<file path="config.mk">
export PLATFORM = sky130hd
export DESIGN_NAME = tank_volume_from_level
export DESIGN_NICKNAME = d
export VERILOG_FILES = /design/src/hdl/tvl_pkg.sv /design/src/hdl/tvl_serial_mul.sv /design/src/hdl/tvl_serial_div.sv /design/src/hdl/tank_volume_from_level.sv
export SDC_FILE = /design/constraint.sdc
export NUM_CORES = 2
export LEC_CHECK = 0
export BUFFER_PORTS_ARGS = -buffer_cell sky130_fd_sc_hd__buf_2
export CAP_MARGIN = 20
export CORE_MARGIN = 1.5
export CORE_UTILIZATION = 55
export DETAILED_ROUTE_END_ITERATION = 8
export PLACE_DENSITY_LB_ADDON = 0.05
export SETUP_SLACK_MARGIN = 0.15
export SKIP_CTS_REPAIR_TIMING = 1
export SLEW_MARGIN = 25
export SYNTH_ARGS = -nofsm -noshare
export SYNTH_HDL_FRONTEND = slang
export SYNTH_HIERARCHICAL = 1
export SYNTH_SLANG_ARGS = --single-unit
</file>
<file path="constraint.sdc">
create_clock -name aclk -period 12.89 [get_ports aclk]
set_input_delay 1.9335 -clock aclk [delete_from_list [all_inputs] [get_ports aclk]]
set_output_delay 1.9335 -clock aclk [all_outputs]
set_load 0.03 [all_outputs]
</file>
<file path="src/hdl/tvl_pkg.sv">
// Shared constants, codes and tables for the tank volume block.
`default_nettype none
package tvl_pkg;

    // Default CORDIC iteration count
    localparam int ITERATION_COUNT_DEF = 16;

    // Serial arithmetic unit widths
    localparam int MUL_A_W = 64;
    localparam int MUL_B_W = 32;
    localparam int DIV_N_W = 64;
    localparam int DIV_D_W = 32;

    // Configuration register indexes
    typedef enum logic [1:0] {
        REG_SHAPE  = 2'd0,
        REG_RADIUS = 2'd1,
        REG_LENGTH = 2'd2,
        REG_FULL   = 2'd3
    } cfg_reg_t;

    // Tank shape codes
    localparam logic [1:0] SHAPE_HORIZ = 2'd1;
    localparam logic [1:0] SHAPE_VERT  = 2'd2;

    // Saturation limits
    localparam logic [22:0] VOL_MAX  = 23'h7FFFFF;
    localparam logic [15:0] FILL_MAX = 16'hFFFF;

    // Angles in Q30 radians, pi in Q20
    localparam logic signed [34:0] PI_Q30      = 35'sd3373259426;
    localparam logic signed [34:0] HALF_PI_Q30 = 35'sd1686629713;
    localparam logic [21:0]        PI_Q20      = 22'd3294199;

    // Divisors
    localparam logic [31:0] CM_DIV    = 32'd10;
    localparam logic [31:0] HORIZ_DIV = 32'd16000000;
    localparam logic [31:0] VERT_DIV  = 32'd1000000;
    localparam logic [31:0] PCT_MUL   = 32'd100;

    // atan(2^-i) in Q30, truncated
    localparam logic [29:0] ATAN_Q30 [32] = '{
        30'h3243F6A8, 30'h1DAC6705, 30'h0FADBAFC, 30'h07F56EA6, 30'h03FEAB76,
        30'h01FFD55B, 30'h00FFFAAA, 30'h007FFF55, 30'h003FFFEA, 30'h001FFFFD,
        30'h000FFFFF, 30'h0007FFFF, 30'h0003FFFF, 30'h0001FFFF, 30'h0000FFFF,
        30'h00007FFF, 30'h00003FFF, 30'h00001FFF, 30'h00000FFF, 30'h000007FF,
        30'h000003FF, 30'h000001FF, 30'h000000FF, 30'h0000007F, 30'h0000003F,
        30'h0000001F, 30'h0000000F, 30'h00000007, 30'h00000003, 30'h00000001,
        30'h00000000, 30'h00000000
    };

endpackage
`default_nettype wire

</file>
<file path="src/hdl/tvl_serial_mul.sv">
// Shift-and-add multiplier, one multiplier bit per cycle.
`default_nettype none
module tvl_serial_mul (
    input  wire logic                         aclk,
    input  wire logic                         aresetn,
    input  wire logic                         start,
    input  wire logic [tvl_pkg::MUL_A_W-1:0] a,
    input  wire logic [tvl_pkg::MUL_B_W-1:0] b,
    output logic                              done,
    output logic [tvl_pkg::MUL_A_W-1:0]      p
);
    import tvl_pkg::*;

    localparam int CW = $clog2(MUL_B_W);

    logic               busy_reg;
    logic               done_reg;
    logic [MUL_A_W-1:0] acc_reg;
    logic [MUL_A_W-1:0] a_sh_reg;
    logic [MUL_B_W-1:0] b_sh_reg;
    logic [CW-1:0]      cnt_reg;

    // One partial product per cycle
    always_ff @(posedge aclk) begin
        if (!aresetn) begin
            busy_reg <= 1'b0;
            done_reg <= 1'b0;
        end else begin
            done_reg <= 1'b0;
            if (start) begin
                acc_reg  <= '0;
                a_sh_reg <= a;
                b_sh_reg <= b;
                cnt_reg  <= '0;
                busy_reg <= 1'b1;
            end else if (busy_reg) begin
                if (b_sh_reg[0]) begin
                    acc_reg <= acc_reg + a_sh_reg;
                end
                a_sh_reg <= a_sh_reg << 1;
                b_sh_reg <= b_sh_reg >> 1;
                cnt_reg  <= cnt_reg + 1'b1;
                if (cnt_reg == CW'(MUL_B_W - 1)) begin
                    busy_reg <= 1'b0;
                    done_reg <= 1'b1;
                end
            end
        end
    end

    assign done = done_reg;
    assign p    = acc_reg;

endmodule
`default_nettype wire

</file>
<file path="src/hdl/tvl_serial_div.sv">
// Restoring divider, one quotient bit per cycle.
`default_nettype none
module tvl_serial_div (
    input  wire logic                         aclk,
    input  wire logic                         aresetn,
    input  wire logic                         start,
    input  wire logic [tvl_pkg::DIV_N_W-1:0] n,
    input  wire logic [tvl_pkg::DIV_D_W-1:0] d,
    output logic                              done,
    output logic [tvl_pkg::DIV_N_W-1:0]      q
);
    import tvl_pkg::*;

    localparam int CW = $clog2(DIV_N_W);

    logic               busy_reg;
    logic               done_reg;
    logic [DIV_D_W-1:0] rem_reg;
    logic [DIV_N_W-1:0] q_reg;
    logic [DIV_D_W-1:0] d_reg;
    logic [CW-1:0]      cnt_reg;
    logic [DIV_D_W:0]   trial;
    logic [DIV_D_W:0]   diff;
    logic               ge;

    // Trial subtract of the next dividend bit
    always_comb begin
        trial = {rem_reg, q_reg[DIV_N_W-1]};
        ge    = trial >= {1'b0, d_reg};
        diff  = trial - {1'b0, d_reg};
    end

    always_ff @(posedge aclk) begin
        if (!aresetn) begin
            busy_reg <= 1'b0;
            done_reg <= 1'b0;
        end else begin
            done_reg <= 1'b0;
            if (start) begin
                rem_reg  <= '0;
                q_reg    <= n;
                d_reg    <= d;
                cnt_reg  <= '0;
                busy_reg <= 1'b1;
            end else if (busy_reg) begin
                rem_reg <= ge ? diff[DIV_D_W-1:0] : trial[DIV_D_W-1:0];
                q_reg   <= {q_reg[DIV_N_W-2:0], ge};
                cnt_reg <= cnt_reg + 1'b1;
                if (cnt_reg == CW'(DIV_N_W - 1)) begin
                    busy_reg <= 1'b0;
                    done_reg <= 1'b1;
                end
            end
        end
    end

    assign done = done_reg;
    assign q    = q_reg;

endmodule
`default_nettype wire

</file>
<file path="src/hdl/tank_volume_from_level.sv">
// Tank volume, level and fill percent from a water level reading.
//
// Input word on s_*: level in 1/16 mm. Result word on m_*: volume in 1/16 l,
// level in 1/16 cm and fill in 1/16 percent. Configuration words on cfg_*
// (index 0 shape, 1 radius, 2 length, 3 full volume); cfg_ready is always
// high, write only while no word is in flight.
// One level is processed at a time by a sequencer driving a bit-serial
// multiplier and a bit-serial divider, plus a 24-step square root and
// ITERATION_COUNT CORDIC steps. When the level equals the previous one,
// the held results are repeated.
// The next word is taken only after the result is in the output register;
// s_ready stays high while a result waits on a stalled m_ready, and the next
// result waits in the sequencer until the output register frees up.
// Reset clears the configuration, the held results and the previous level to
// zero, so a first level of zero returns all zeros.
`default_nettype none
module tank_volume_from_level #(
    parameter int ITERATION_COUNT = tvl_pkg::ITERATION_COUNT_DEF
) (
    input  wire logic               aclk,
    input  wire logic               aresetn,
    input  wire logic               s_valid,
    output logic                    s_ready,
    input  wire logic [15:0]        s_level_sixteenth_mm,
    output logic                    m_valid,
    input  wire logic               m_ready,
    output logic [22:0]             m_volume_sixteenth_l,
    output logic [12:0]             m_level_sixteenth_cm,
    output logic [15:0]             m_fill_sixteenth_pct,
    input  wire logic               cfg_valid,
    output logic                    cfg_ready,
    input  wire tvl_pkg::cfg_reg_t  cfg_index,
    input  wire logic [19:0]        cfg_data
);
    import tvl_pkg::*;

    localparam int CNT_W = $clog2(ITERATION_COUNT + 1);

    typedef enum logic [4:0] {
        ST_IDLE, ST_DIV_CM, ST_H_PREP, ST_MUL_D, ST_SQRT, ST_C_INIT, ST_CORDIC,
        ST_C_CLAMP, ST_MUL_RR, ST_MUL_T1, ST_MUL_T2, ST_MUL_AL, ST_V_RR,
        ST_V_RL, ST_V_PI, ST_DIV_VOL, ST_FILL_CHK, ST_MUL_F, ST_DIV_F, ST_OUT
    } state_t;

    state_t state_reg;

    // Configuration
    logic [1:0]  shape_reg;
    logic [11:0] radius_reg;
    logic [12:0] length_reg;
    logic [19:0] full_reg;

    // Held results and output register
    logic [15:0] lvl_reg;
    logic [15:0] prev_reg;
    logic [22:0] vol_reg;
    logic [12:0] cm_reg;
    logic [15:0] fill_reg;
    logic        m_valid_reg;
    logic [22:0] m_vol_reg;
    logic [12:0] m_cm_reg;
    logic [15:0] m_fill_reg;

    // Horizontal datapath
    logic [16:0]        hgt_reg;
    logic signed [17:0] xd_reg;
    logic [47:0]        sq_n_reg, sq_res_reg, sq_bit_reg;
    logic [4:0]         sq_cnt_reg;
    logic signed [35:0] cx_reg, cy_reg;
    logic signed [34:0] cz_reg;
    logic [CNT_W-1:0]   cd_cnt_reg;
    logic [17:0]        theta_reg;
    logic [49:0]        t1_reg;

    // Serial units
    logic               mul_start_reg;
    logic [MUL_A_W-1:0] mul_a_reg;
    logic [MUL_B_W-1:0] mul_b_reg;
    logic               mul_done;
    logic [MUL_A_W-1:0] mul_p;
    logic               div_start_reg;
    logic [DIV_N_W-1:0] div_n_reg;
    logic [DIV_D_W-1:0] div_d_reg;
    logic               div_done;
    logic [DIV_N_W-1:0] div_q;

    tvl_serial_mul u_mul (
        .aclk    (aclk),
        .aresetn (aresetn),
        .start   (mul_start_reg),
        .a       (mul_a_reg),
        .b       (mul_b_reg),
        .done    (mul_done),
        .p       (mul_p)
    );

    tvl_serial_div u_div (
        .aclk    (aclk),
        .aresetn (aresetn),
        .start   (div_start_reg),
        .n       (div_n_reg),
        .d       (div_d_reg),
        .done    (div_done),
        .q       (div_q)
    );

    // Square root step
    logic [48:0] sq_sum;
    logic [47:0] sq_n_next, sq_res_next;
    always_comb begin
        sq_sum = {1'b0, sq_res_reg} + {1'b0, sq_bit_reg};
        if ({1'b0, sq_n_reg} >= sq_sum) begin
            sq_n_next   = sq_n_reg - sq_sum[47:0];
            sq_res_next = (sq_res_reg >> 1) + sq_bit_reg;
        end else begin
            sq_n_next   = sq_n_reg;
            sq_res_next = sq_res_reg >> 1;
        end
    end

    // CORDIC vectoring step
    logic [4:0]         c_sh;
    logic signed [35:0] c_dx, c_dy, cx_next, cy_next;
    logic signed [34:0] c_at, cz_next;
    always_comb begin
        c_sh = 5'(cd_cnt_reg);
        c_dx = cy_reg >>> c_sh;
        c_dy = cx_reg >>> c_sh;
        c_at = $signed({5'b0, ATAN_Q30[c_sh]});
        if (!cy_reg[35]) begin
            cx_next = cx_reg + c_dx;
            cy_next = cy_reg - c_dy;
            cz_next = cz_reg + c_at;
        end else begin
            cx_next = cx_reg - c_dx;
            cy_next = cy_reg + c_dy;
            cz_next = cz_reg - c_at;
        end
    end

    // Helpers for the horizontal case
    logic [16:0]        two_r;
    logic signed [35:0] x0, y0;
    logic [16:0]        xd_abs;
    logic [48:0]        t2s;
    logic [50:0]        area;
    logic signed [34:0] z_clamp;
    always_comb begin
        two_r  = {radius_reg, 5'b0};
        x0     = {{2{xd_reg[17]}}, xd_reg, 16'b0};
        y0     = {4'b0, sq_res_reg[23:0], 8'b0};
        xd_abs = xd_reg[17] ? 17'(-xd_reg) : xd_reg[16:0];
        t2s    = {mul_p[40:0], 8'b0};
        if (xd_reg[17]) begin
            area = 51'(t1_reg) + 51'(t2s);
        end else if (t1_reg >= 50'(t2s)) begin
            area = 51'(t1_reg - 50'(t2s));
        end else begin
            area = '0;
        end
        if (cz_reg < 0) begin
            z_clamp = '0;
        end else if (cz_reg > PI_Q30) begin
            z_clamp = PI_Q30;
        end else begin
            z_clamp = cz_reg;
        end
    end

    // Sequencer
    always_ff @(posedge aclk) begin
        if (!aresetn) begin
            state_reg     <= ST_IDLE;
            shape_reg     <= '0;
            radius_reg    <= '0;
            length_reg    <= '0;
            full_reg      <= '0;
            prev_reg      <= '0;
            vol_reg       <= '0;
            cm_reg        <= '0;
            fill_reg      <= '0;
            m_valid_reg   <= 1'b0;
            mul_start_reg <= 1'b0;
            div_start_reg <= 1'b0;
        end else begin
            mul_start_reg <= 1'b0;
            div_start_reg <= 1'b0;

            // configuration writes
            if (cfg_valid) begin
                case (cfg_index)
                    REG_SHAPE:  shape_reg  <= cfg_data[1:0];
                    REG_RADIUS: radius_reg <= cfg_data[11:0];
                    REG_LENGTH: length_reg <= cfg_data[12:0];
                    REG_FULL:   full_reg   <= cfg_data;
                    default:    ;
                endcase
            end

            // output register
            if (state_reg == ST_OUT && (!m_valid_reg || m_ready)) begin
                m_valid_reg <= 1'b1;
                m_vol_reg   <= vol_reg;
                m_cm_reg    <= cm_reg;
                m_fill_reg  <= fill_reg;
            end else if (m_ready) begin
                m_valid_reg <= 1'b0;
            end

            case (state_reg)
                ST_IDLE: begin
                    if (s_valid) begin
                        lvl_reg <= s_level_sixteenth_mm;
                        if (s_level_sixteenth_mm == prev_reg) begin
                            state_reg <= ST_OUT;
                        end else begin
                            div_n_reg     <= DIV_N_W'(s_level_sixteenth_mm);
                            div_d_reg     <= CM_DIV;
                            div_start_reg <= 1'b1;
                            state_reg     <= ST_DIV_CM;
                        end
                    end
                end
                ST_DIV_CM: begin
                    if (div_done) begin
                        cm_reg   <= div_q[12:0];
                        prev_reg <= lvl_reg;
                        if (shape_reg == SHAPE_HORIZ) begin
                            hgt_reg   <= (17'(lvl_reg) > two_r) ? two_r : 17'(lvl_reg);
                            state_reg <= ST_H_PREP;
                        end else if (shape_reg == SHAPE_VERT) begin
                            mul_a_reg     <= MUL_A_W'(radius_reg);
                            mul_b_reg     <= MUL_B_W'(radius_reg);
                            mul_start_reg <= 1'b1;
                            state_reg     <= ST_V_RR;
                        end else begin
                            vol_reg   <= '0;
                            state_reg <= ST_FILL_CHK;
                        end
                    end
                end
                ST_H_PREP: begin
                    xd_reg        <= $signed({2'b0, radius_reg, 4'b0})
                                     - $signed({1'b0, hgt_reg});
                    mul_a_reg     <= MUL_A_W'(hgt_reg);
                    mul_b_reg     <= MUL_B_W'(two_r - hgt_reg);
                    mul_start_reg <= 1'b1;
                    state_reg     <= ST_MUL_D;
                end
                ST_MUL_D: begin
                    if (mul_done) begin
                        sq_n_reg   <= {mul_p[31:0], 16'b0};
                        sq_res_reg <= '0;
                        sq_bit_reg <= 48'd1 << 46;
                        sq_cnt_reg <= '0;
                        state_reg  <= ST_SQRT;
                    end
                end
                ST_SQRT: begin
                    sq_n_reg   <= sq_n_next;
                    sq_res_reg <= sq_res_next;
                    sq_bit_reg <= sq_bit_reg >> 2;
                    sq_cnt_reg <= sq_cnt_reg + 1'b1;
                    if (sq_cnt_reg == 5'd23) begin
                        state_reg <= ST_C_INIT;
                    end
                end
                ST_C_INIT: begin
                    if (xd_reg[17]) begin
                        cx_reg <= y0;
                        cy_reg <= -x0;
                        cz_reg <= HALF_PI_Q30;
                    end else begin
                        cx_reg <= x0;
                        cy_reg <= y0;
                        cz_reg <= '0;
                    end
                    cd_cnt_reg <= '0;
                    state_reg  <= ST_CORDIC;
                end
                ST_CORDIC: begin
                    cx_reg     <= cx_next;
                    cy_reg     <= cy_next;
                    cz_reg     <= cz_next;
                    cd_cnt_reg <= cd_cnt_reg + 1'b1;
                    if (cd_cnt_reg == CNT_W'(ITERATION_COUNT - 1)) begin
                        state_reg <= ST_C_CLAMP;
                    end
                end
                ST_C_CLAMP: begin
                    theta_reg     <= z_clamp[31:14];
                    mul_a_reg     <= MUL_A_W'({radius_reg, 4'b0});
                    mul_b_reg     <= MUL_B_W'({radius_reg, 4'b0});
                    mul_start_reg <= 1'b1;
                    state_reg     <= ST_MUL_RR;
                end
                ST_MUL_RR: begin
                    if (mul_done) begin
                        mul_a_reg     <= MUL_A_W'(mul_p[31:0]);
                        mul_b_reg     <= MUL_B_W'(theta_reg);
                        mul_start_reg <= 1'b1;
                        state_reg     <= ST_MUL_T1;
                    end
                end
                ST_MUL_T1: begin
                    if (mul_done) begin
                        t1_reg        <= mul_p[49:0];
                        mul_a_reg     <= MUL_A_W'(sq_res_reg[23:0]);
                        mul_b_reg     <= MUL_B_W'(xd_abs);
                        mul_start_reg <= 1'b1;
                        state_reg     <= ST_MUL_T2;
                    end
                end
                ST_MUL_T2: begin
                    if (mul_done) begin
                        mul_a_reg     <= MUL_A_W'(area);
                        mul_b_reg     <= MUL_B_W'(length_reg);
                        mul_start_reg <= 1'b1;
                        state_reg     <= ST_MUL_AL;
                    end
                end
                ST_MUL_AL: begin
                    if (mul_done) begin
                        div_n_reg     <= mul_p >> 16;
                        div_d_reg     <= HORIZ_DIV;
                        div_start_reg <= 1'b1;
                        state_reg     <= ST_DIV_VOL;
                    end
                end
                ST_V_RR: begin
                    if (mul_done) begin
                        mul_a_reg     <= MUL_A_W'(mul_p[23:0]);
                        mul_b_reg     <= MUL_B_W'(lvl_reg);
                        mul_start_reg <= 1'b1;
                        state_reg     <= ST_V_RL;
                    end
                end
                ST_V_RL: begin
                    if (mul_done) begin
                        mul_a_reg     <= MUL_A_W'(mul_p[39:0]);
                        mul_b_reg     <= MUL_B_W'(PI_Q20);
                        mul_start_reg <= 1'b1;
                        state_reg     <= ST_V_PI;
                    end
                end
                ST_V_PI: begin
                    if (mul_done) begin
                        div_n_reg     <= mul_p >> 20;
                        div_d_reg     <= VERT_DIV;
                        div_start_reg <= 1'b1;
                        state_reg     <= ST_DIV_VOL;
                    end
                end
                ST_DIV_VOL: begin
                    if (div_done) begin
                        vol_reg   <= (|div_q[63:23]) ? VOL_MAX : div_q[22:0];
                        state_reg <= ST_FILL_CHK;
                    end
                end
                ST_FILL_CHK: begin
                    if (full_reg == '0) begin
                        fill_reg  <= '0;
                        state_reg <= ST_OUT;
                    end else begin
                        mul_a_reg     <= MUL_A_W'(vol_reg);
                        mul_b_reg     <= PCT_MUL;
                        mul_start_reg <= 1'b1;
                        state_reg     <= ST_MUL_F;
                    end
                end
                ST_MUL_F: begin
                    if (mul_done) begin
                        div_n_reg     <= mul_p;
                        div_d_reg     <= DIV_D_W'(full_reg);
                        div_start_reg <= 1'b1;
                        state_reg     <= ST_DIV_F;
                    end
                end
                ST_DIV_F: begin
                    if (div_done) begin
                        fill_reg  <= (|div_q[63:16]) ? FILL_MAX : div_q[15:0];
                        state_reg <= ST_OUT;
                    end
                end
                ST_OUT: begin
                    if (!m_valid_reg || m_ready) begin
                        state_reg <= ST_IDLE;
                    end
                end
                default: begin
                    state_reg <= ST_IDLE;
                end
            endcase
        end
    end

    assign s_ready              = (state_reg == ST_IDLE);
    assign cfg_ready            = 1'b1;
    assign m_valid              = m_valid_reg;
    assign m_volume_sixteenth_l = m_vol_reg;
    assign m_level_sixteenth_cm = m_cm_reg;
    assign m_fill_sixteenth_pct = m_fill_reg;

endmodule
`default_nettype wire

</file>
**Word level (Yosys, flattened, before mapping)**

Memories as Yosys holds them, arrays and structs flattened.
Cells that the tools add are included.

- Register bits: 1050
- ROM bits: 960
- Input bits: 43
- Logic and storage cells: 303
- Memories: 1

Memory list:

| memory | words | width | read ports | clocked after memory_dff | wr ports | line | source |
|---|---|---|---|---|---|---|---|
| (no name shown) | 32 | 30 | 1 | 0 | 0 | tank_volume_from_level.sv:129 | `c_at = $signed({5'b0, ATAN_Q30[c_sh]});` |

- Add/sub/neg operators: 21
- Order comparisons: 7
- Equal/unequal tests: 53
- Shift-type cells: 2
- Mux-type cells: 120
- Bitwise logic cells: 4
- Reduce and logical (&&, ||, !) cells: 48

Operators by type and width:

| operator | number |
|---|---|
| $mux W64 | 20 |
| $mux W32 | 19 |
| $pmux W64 S9 | 1 |
| $pmux W32 S9 | 1 |
| $pmux W48 S2 | 3 |
| $pmux W64 S4 | 1 |
| $mux W48 | 5 |
| $pmux W36 S2 | 2 |
| $pmux W32 S4 | 1 |
| $mux W23 | 5 |
| $mux W36 | 3 |
| $mux W51 | 2 |
| $mux W5 | 20 |
| $pmux W5 S19 | 1 |
| $add A36 B36 Y36 | 2 |
| $sshr A36 B5 Y36 | 2 |
| $sub A36 B36 Y36 | 2 |
| $pmux W35 S2 | 1 |
| $add A64 B64 Y64 | 1 |
| $mux W16 | 4 |
| $mux W30 | 2 |
| $add A50 B49 Y51 | 1 |
| $sub A50 B49 Y51 | 1 |
| $ge A50 B49 Y1 | 1 |
| 64 further kinds | 154 |

**Logic depth before layout (Yosys ltp)**

- Word-level depth: 7
- Gate-level depth with buffers: 28

**Cells and area by module**

Netlist, hierarchy kept.

By module, submodules not included:

| module | instances | cells an instance | area each (um^2) | seq. area each (um^2) |
|---|---|---|---|---|
| tank_volume_from_level | 1 | 5688 | 52414.0 | 19398.6 |
| tvl_serial_mul | 1 | 980 | 10588.9 | 4994.8 |
| tvl_serial_div | 1 | 573 | 7268.2 | 4063.9 |

**Worst setup path after synthesis**

Ideal clock, no wire load.

- Kind: input to register
- From: input port aresetn
- To: register sq_n_reg[0], enable pin
- Setup time: 527 ps
- Arrival time: 11375 ps
- Data required time: 12363 ps
- Path slack: 988 ps
- Stages: 2
- Cells stage by stage: a21boi_0 > a21boi_0

- Longest elaborated chain between the ends: 1

RTL lines:

| what | line | source |
|---|---|---|
| start, declared | tank_volume_from_level.sv:21 | `input wire logic aresetn,` |
| $reduce_and A4 Y1 (no line) | - |  |
| end signal, assigned | tank_volume_from_level.sv:252 | `sq_n_reg <= {mul_p[31:0], 16'b0};` |
| end signal, assigned | tank_volume_from_level.sv:260 | `sq_n_reg <= sq_n_next;` |
| end, declared | tank_volume_from_level.sv:67 | `logic [47:0] sq_n_reg, sq_res_reg, sq_bit_reg;` |

Every way passes these cells.
A chain may end at the register's enable or synchronous reset.

**Worst setup path after layout**

- From: register sq_res_reg[4]
- To: register sq_n_reg[10], enable pin

- Longest elaborated chain between the ends: 4

RTL lines:

| what | line | source |
|---|---|---|
| start, declared | tank_volume_from_level.sv:67 |  |
| start signal, assigned | tank_volume_from_level.sv:261 | `sq_res_reg <= sq_res_next;` |
| $add A48 B48 Y49 | tank_volume_from_level.sv:111 | `sq_sum = {1'b0, sq_res_reg} + {1'b0, sq_bit_reg};` |
| $ge A48 B49 Y1 | tank_volume_from_level.sv:112 | `if ({1'b0, sq_n_reg} >= sq_sum) begin` |
| $ne A2 B2 Y1 (no line) | - |  |
| $reduce_and A4 Y1 (no line) | - |  |

Every way passes these cells.

==> flow_summary_export.csv <==
group,metric,value,unit
sta,worstMarginPinSlew,1.08,ns
global_routing,met1_usage,48.1,%
worst_setup_path,startpoint,"sq_res_reg[4]",
die,die-area,0.130,sq mm
route,drtIter0Drc,7535,
route,vias_per_cell,6.65,
global_routing,busiest_layer,"met2",
power_and_ir_drop,p_leak,0.0288,uW
synth,synth.distinct_cells,114,
clocking,clkLatencyLatePin,0.76,ns
sta,clock-skew-final,0.0399,ns
die,row_count,130,
global_routing,grt_util_all_layers,35.7,%
sta,setup_viol,0,
clocking,cts.htree.levels,3,
sta,fmax,124,MHz
synth,synth_edf_count,863,
status,status,"finished, final reports clean",
final_layout,layout.nets,7651,
worst_setup_path,worstPathMaxFanout,48,
worst_setup_path,crit_chain,"ha_1, a211oi_1, a211oi_1, a21oi_1, o21ai_0, a21o_1, o311ai_0, nand2_1, a41o_1, a31oi_1, xor2_1, ha_1, and3_1, nand4_1, nor3_1, nand3_1, nor4_1, a2111oi_0, o31ai_4, buf_4, nand2_1, a21boi_4, buf_4",
route,drc,0,
synth,ys_ff_latch,990,
global_routing,met3_usage,7.02,%
clocking,clk_pin_slew,0.06,ns
clocking,cts-root-buf,"clkbuf_16",
synth,async_flop_share,0,%
synth,synth_top_family_by_area,"compound AO/OA/AOI/OAI gates",
synth,synth-main-ff-cell,"edfxtp_1",
synth,synth_simple_gate_area_share,14.4,%
global_routing,antenna_found_initial,12,
placed_design,portBuffers,96,
die,ios,98,
sta,hold_ws,0.414,ns
clocking,cts_buffers,111,
global_routing,grt_pass1_vias,56200,
sta,slew_viol_final,0,
worst_setup_path,crit_arrival,8.44,ns
route,antenna_left,0,
power_and_ir_drop,p_per_area,140,mW/mm^2
final_layout,area_growth,8.20,%
worst_setup_path,worstSetupEndpointType,"flop",
synth,ys_top_cells_by_area,"edfxtp_1 37%, ha_1 7.7%, a21oi_1 3.9%, dfxtp_1 3.6%, nand2_1 3.5%",
die,die-width,360,um
sta,hold_viol_final,0,
min_path,min_from,"div_d_reg[5]",
synth,synth_common_cells,"863 x edfxtp_1, 659 x nand2_1, 554 x a21oi_1",
synth,synthAdderAreaFrac,7.97,%
power_and_ir_drop,vdd_drop_max,0.131,mV
die,core,0.126,sq mm
synth,ys_warn_count,6,
clocking,tritoncts,"done",
worst_setup_path,slowest_stage,"edfxtp_1",
clocking,cts_buffer_depth,3,
synth,synth_top_area_share,36.9,%
synth,syn_inst,7241,
route,wirelength,238000,um
final_layout,drive_gt1_share,10.7,%
die,start_util,55.7,%
synth,synth.most_common_cell,"edfxtp_1",
min_path,min_path_type,"flop to flop",
synth,synth_xor_area_share,5.89,%
worst_setup_path,r2r_slack,4.81,ns
worst_setup_path,max_stage_delay,0.87,ns
synth,synth.cell_area,0.0703,sq mm
synth,seq_area_frac_synth,40.5,%
route,drt-pass1-iter-count,9,
placed_design,dp_hpwl,175000,um
synth,synth_compound_area_share,20.0,%
worst_setup_path,startpoint_type,"flop",
worst_setup_path,crit_type,"flop to flop",
sta,slew_headroom,26.4,%
synth,synth.avg_cell_area,9.70,sq um
sta,fin_setup_tns,0,ns
run,drv_cap,0,
global_routing,grt_overflow,0,
route,vias,59300,
worst_setup_path,r2r_start,"sq_res_reg[4]",
global_routing,grt_pass1_wl,355000,um
sta,rsz0062_at_grt,"no",
placed_design,gp_congestion,0.979,
synth,synth_largest_area_cell,"edfxtp_1",
sta,finalCritPeriodShare,62.7,%
final_layout,fill_cells,10800,
global_routing,grt_max_degree,87,
global_routing,globalRouteMet2Util,56.4,%
clocking,cts_sinks,990,
sta,finalCriticalPeriod,8.08,ns
route,wl_per_cell,26.7,um
worst_setup_path,required,13.25,ns
synth,synth_mux_area_share,7.29,%
die,die_y,360,um
## final timing paths
check | endpoint | depth (start not counted)
setup reg to reg | sq_n_reg[10] | 23
setup / recovery | sq_n_reg[10] | 23
hold reg to reg | u_div/d_reg[5] | 0
hold / removal | u_div/d_reg[5] | 0
## per-layer routing
| metal | part of all wire, % | up-vias |
|---|---|---|
| met2 | 45 | 2860 |
| met4 | 4.7 | 8 |
| met5 | 0.023 | - |
| met3 | 9.4 | 530 |
| li1 | - | 27000 |
| met1 | 41 | 28900 |
## area by class of cell
class	instances	area [sq um]	area share [%]
Antenna cell	8	20.0	0.0263
Clock buffer	134	3040	4.00
Clock inverter	73	786	1.03
Inverter	301	1130	1.49
Multi-Input combinational cell	5573	39300	51.7
Sequential cell	990	28500	37.4
Tap cell	1650	2060	2.72
Timing Repair Buffer	188	1200	1.58
## per-stage QoR
stage	total power (uW)	setup slack [ns]	std cells	util (%)	instance area [sq um]
after floorplan	6490	0.988	7262	-	70400
after global placement	7270	5.14	8698	57.1	72100
after detailed placement	7310	5.09	8698	57.1	72100
after CTS	10600	5.06	8905	60.2	75900
after global routing	11100	4.37	8911	60.2	76000
final	10700	4.81	8917	60.2	76000
## where the power goes
part / internal (uW) / switching [uW] / total [uW] / leakage [uW]
logic: 1110 / 1850 / 2960 / 0.0180
clock network: 1910 / 1420 / 3340 / 0.00186
registers: 4060 / 296 / 4360 / 0.00888
total: 7080 / 3570 / 10700 / 0.0288
## critical path, delay by kind of cell (launching register included)
kind	cells	cell delay, ns
AO/OA/AOI/OAI	11	2.80
XOR/XNOR	1	0.12
adder cells (fa/ha/maj)	2	0.80
buffers and inverters	2	1.03
flip-flops	1	0.87
AND/OR/NAND/NOR	7	1.95
## cells in the final DEF, fill, tap and decap left out, types with 96 or more instances in the layout
cell type  instances
a21boi_0         116
a21o_1           171
a21oi_1          553
a31oi_1          115
and2_1           108
buf_2             96
clkbuf_16        117
dfxtp_1          124
edfxtp_1         863
ha_1             435
inv_1            297
mux2_2           205
mux2i_1          122
nand2_1          659
nand3_1          145
nor2_1           542
nor3_1           121
o21ai_0          400
xnor2_1          264
xor2_1           206
## cells by family after synthesis
logic type | Yosys count
adders and majority gates | 443
DFF | 990
AOI/OAI and AO/OA | 2131
other | 2
buffers and inverters | 699
xor gates and xnor gates | 471
and+or+nand+nor | 2107
muxes | 398
(Power assumes the default switching activity.)
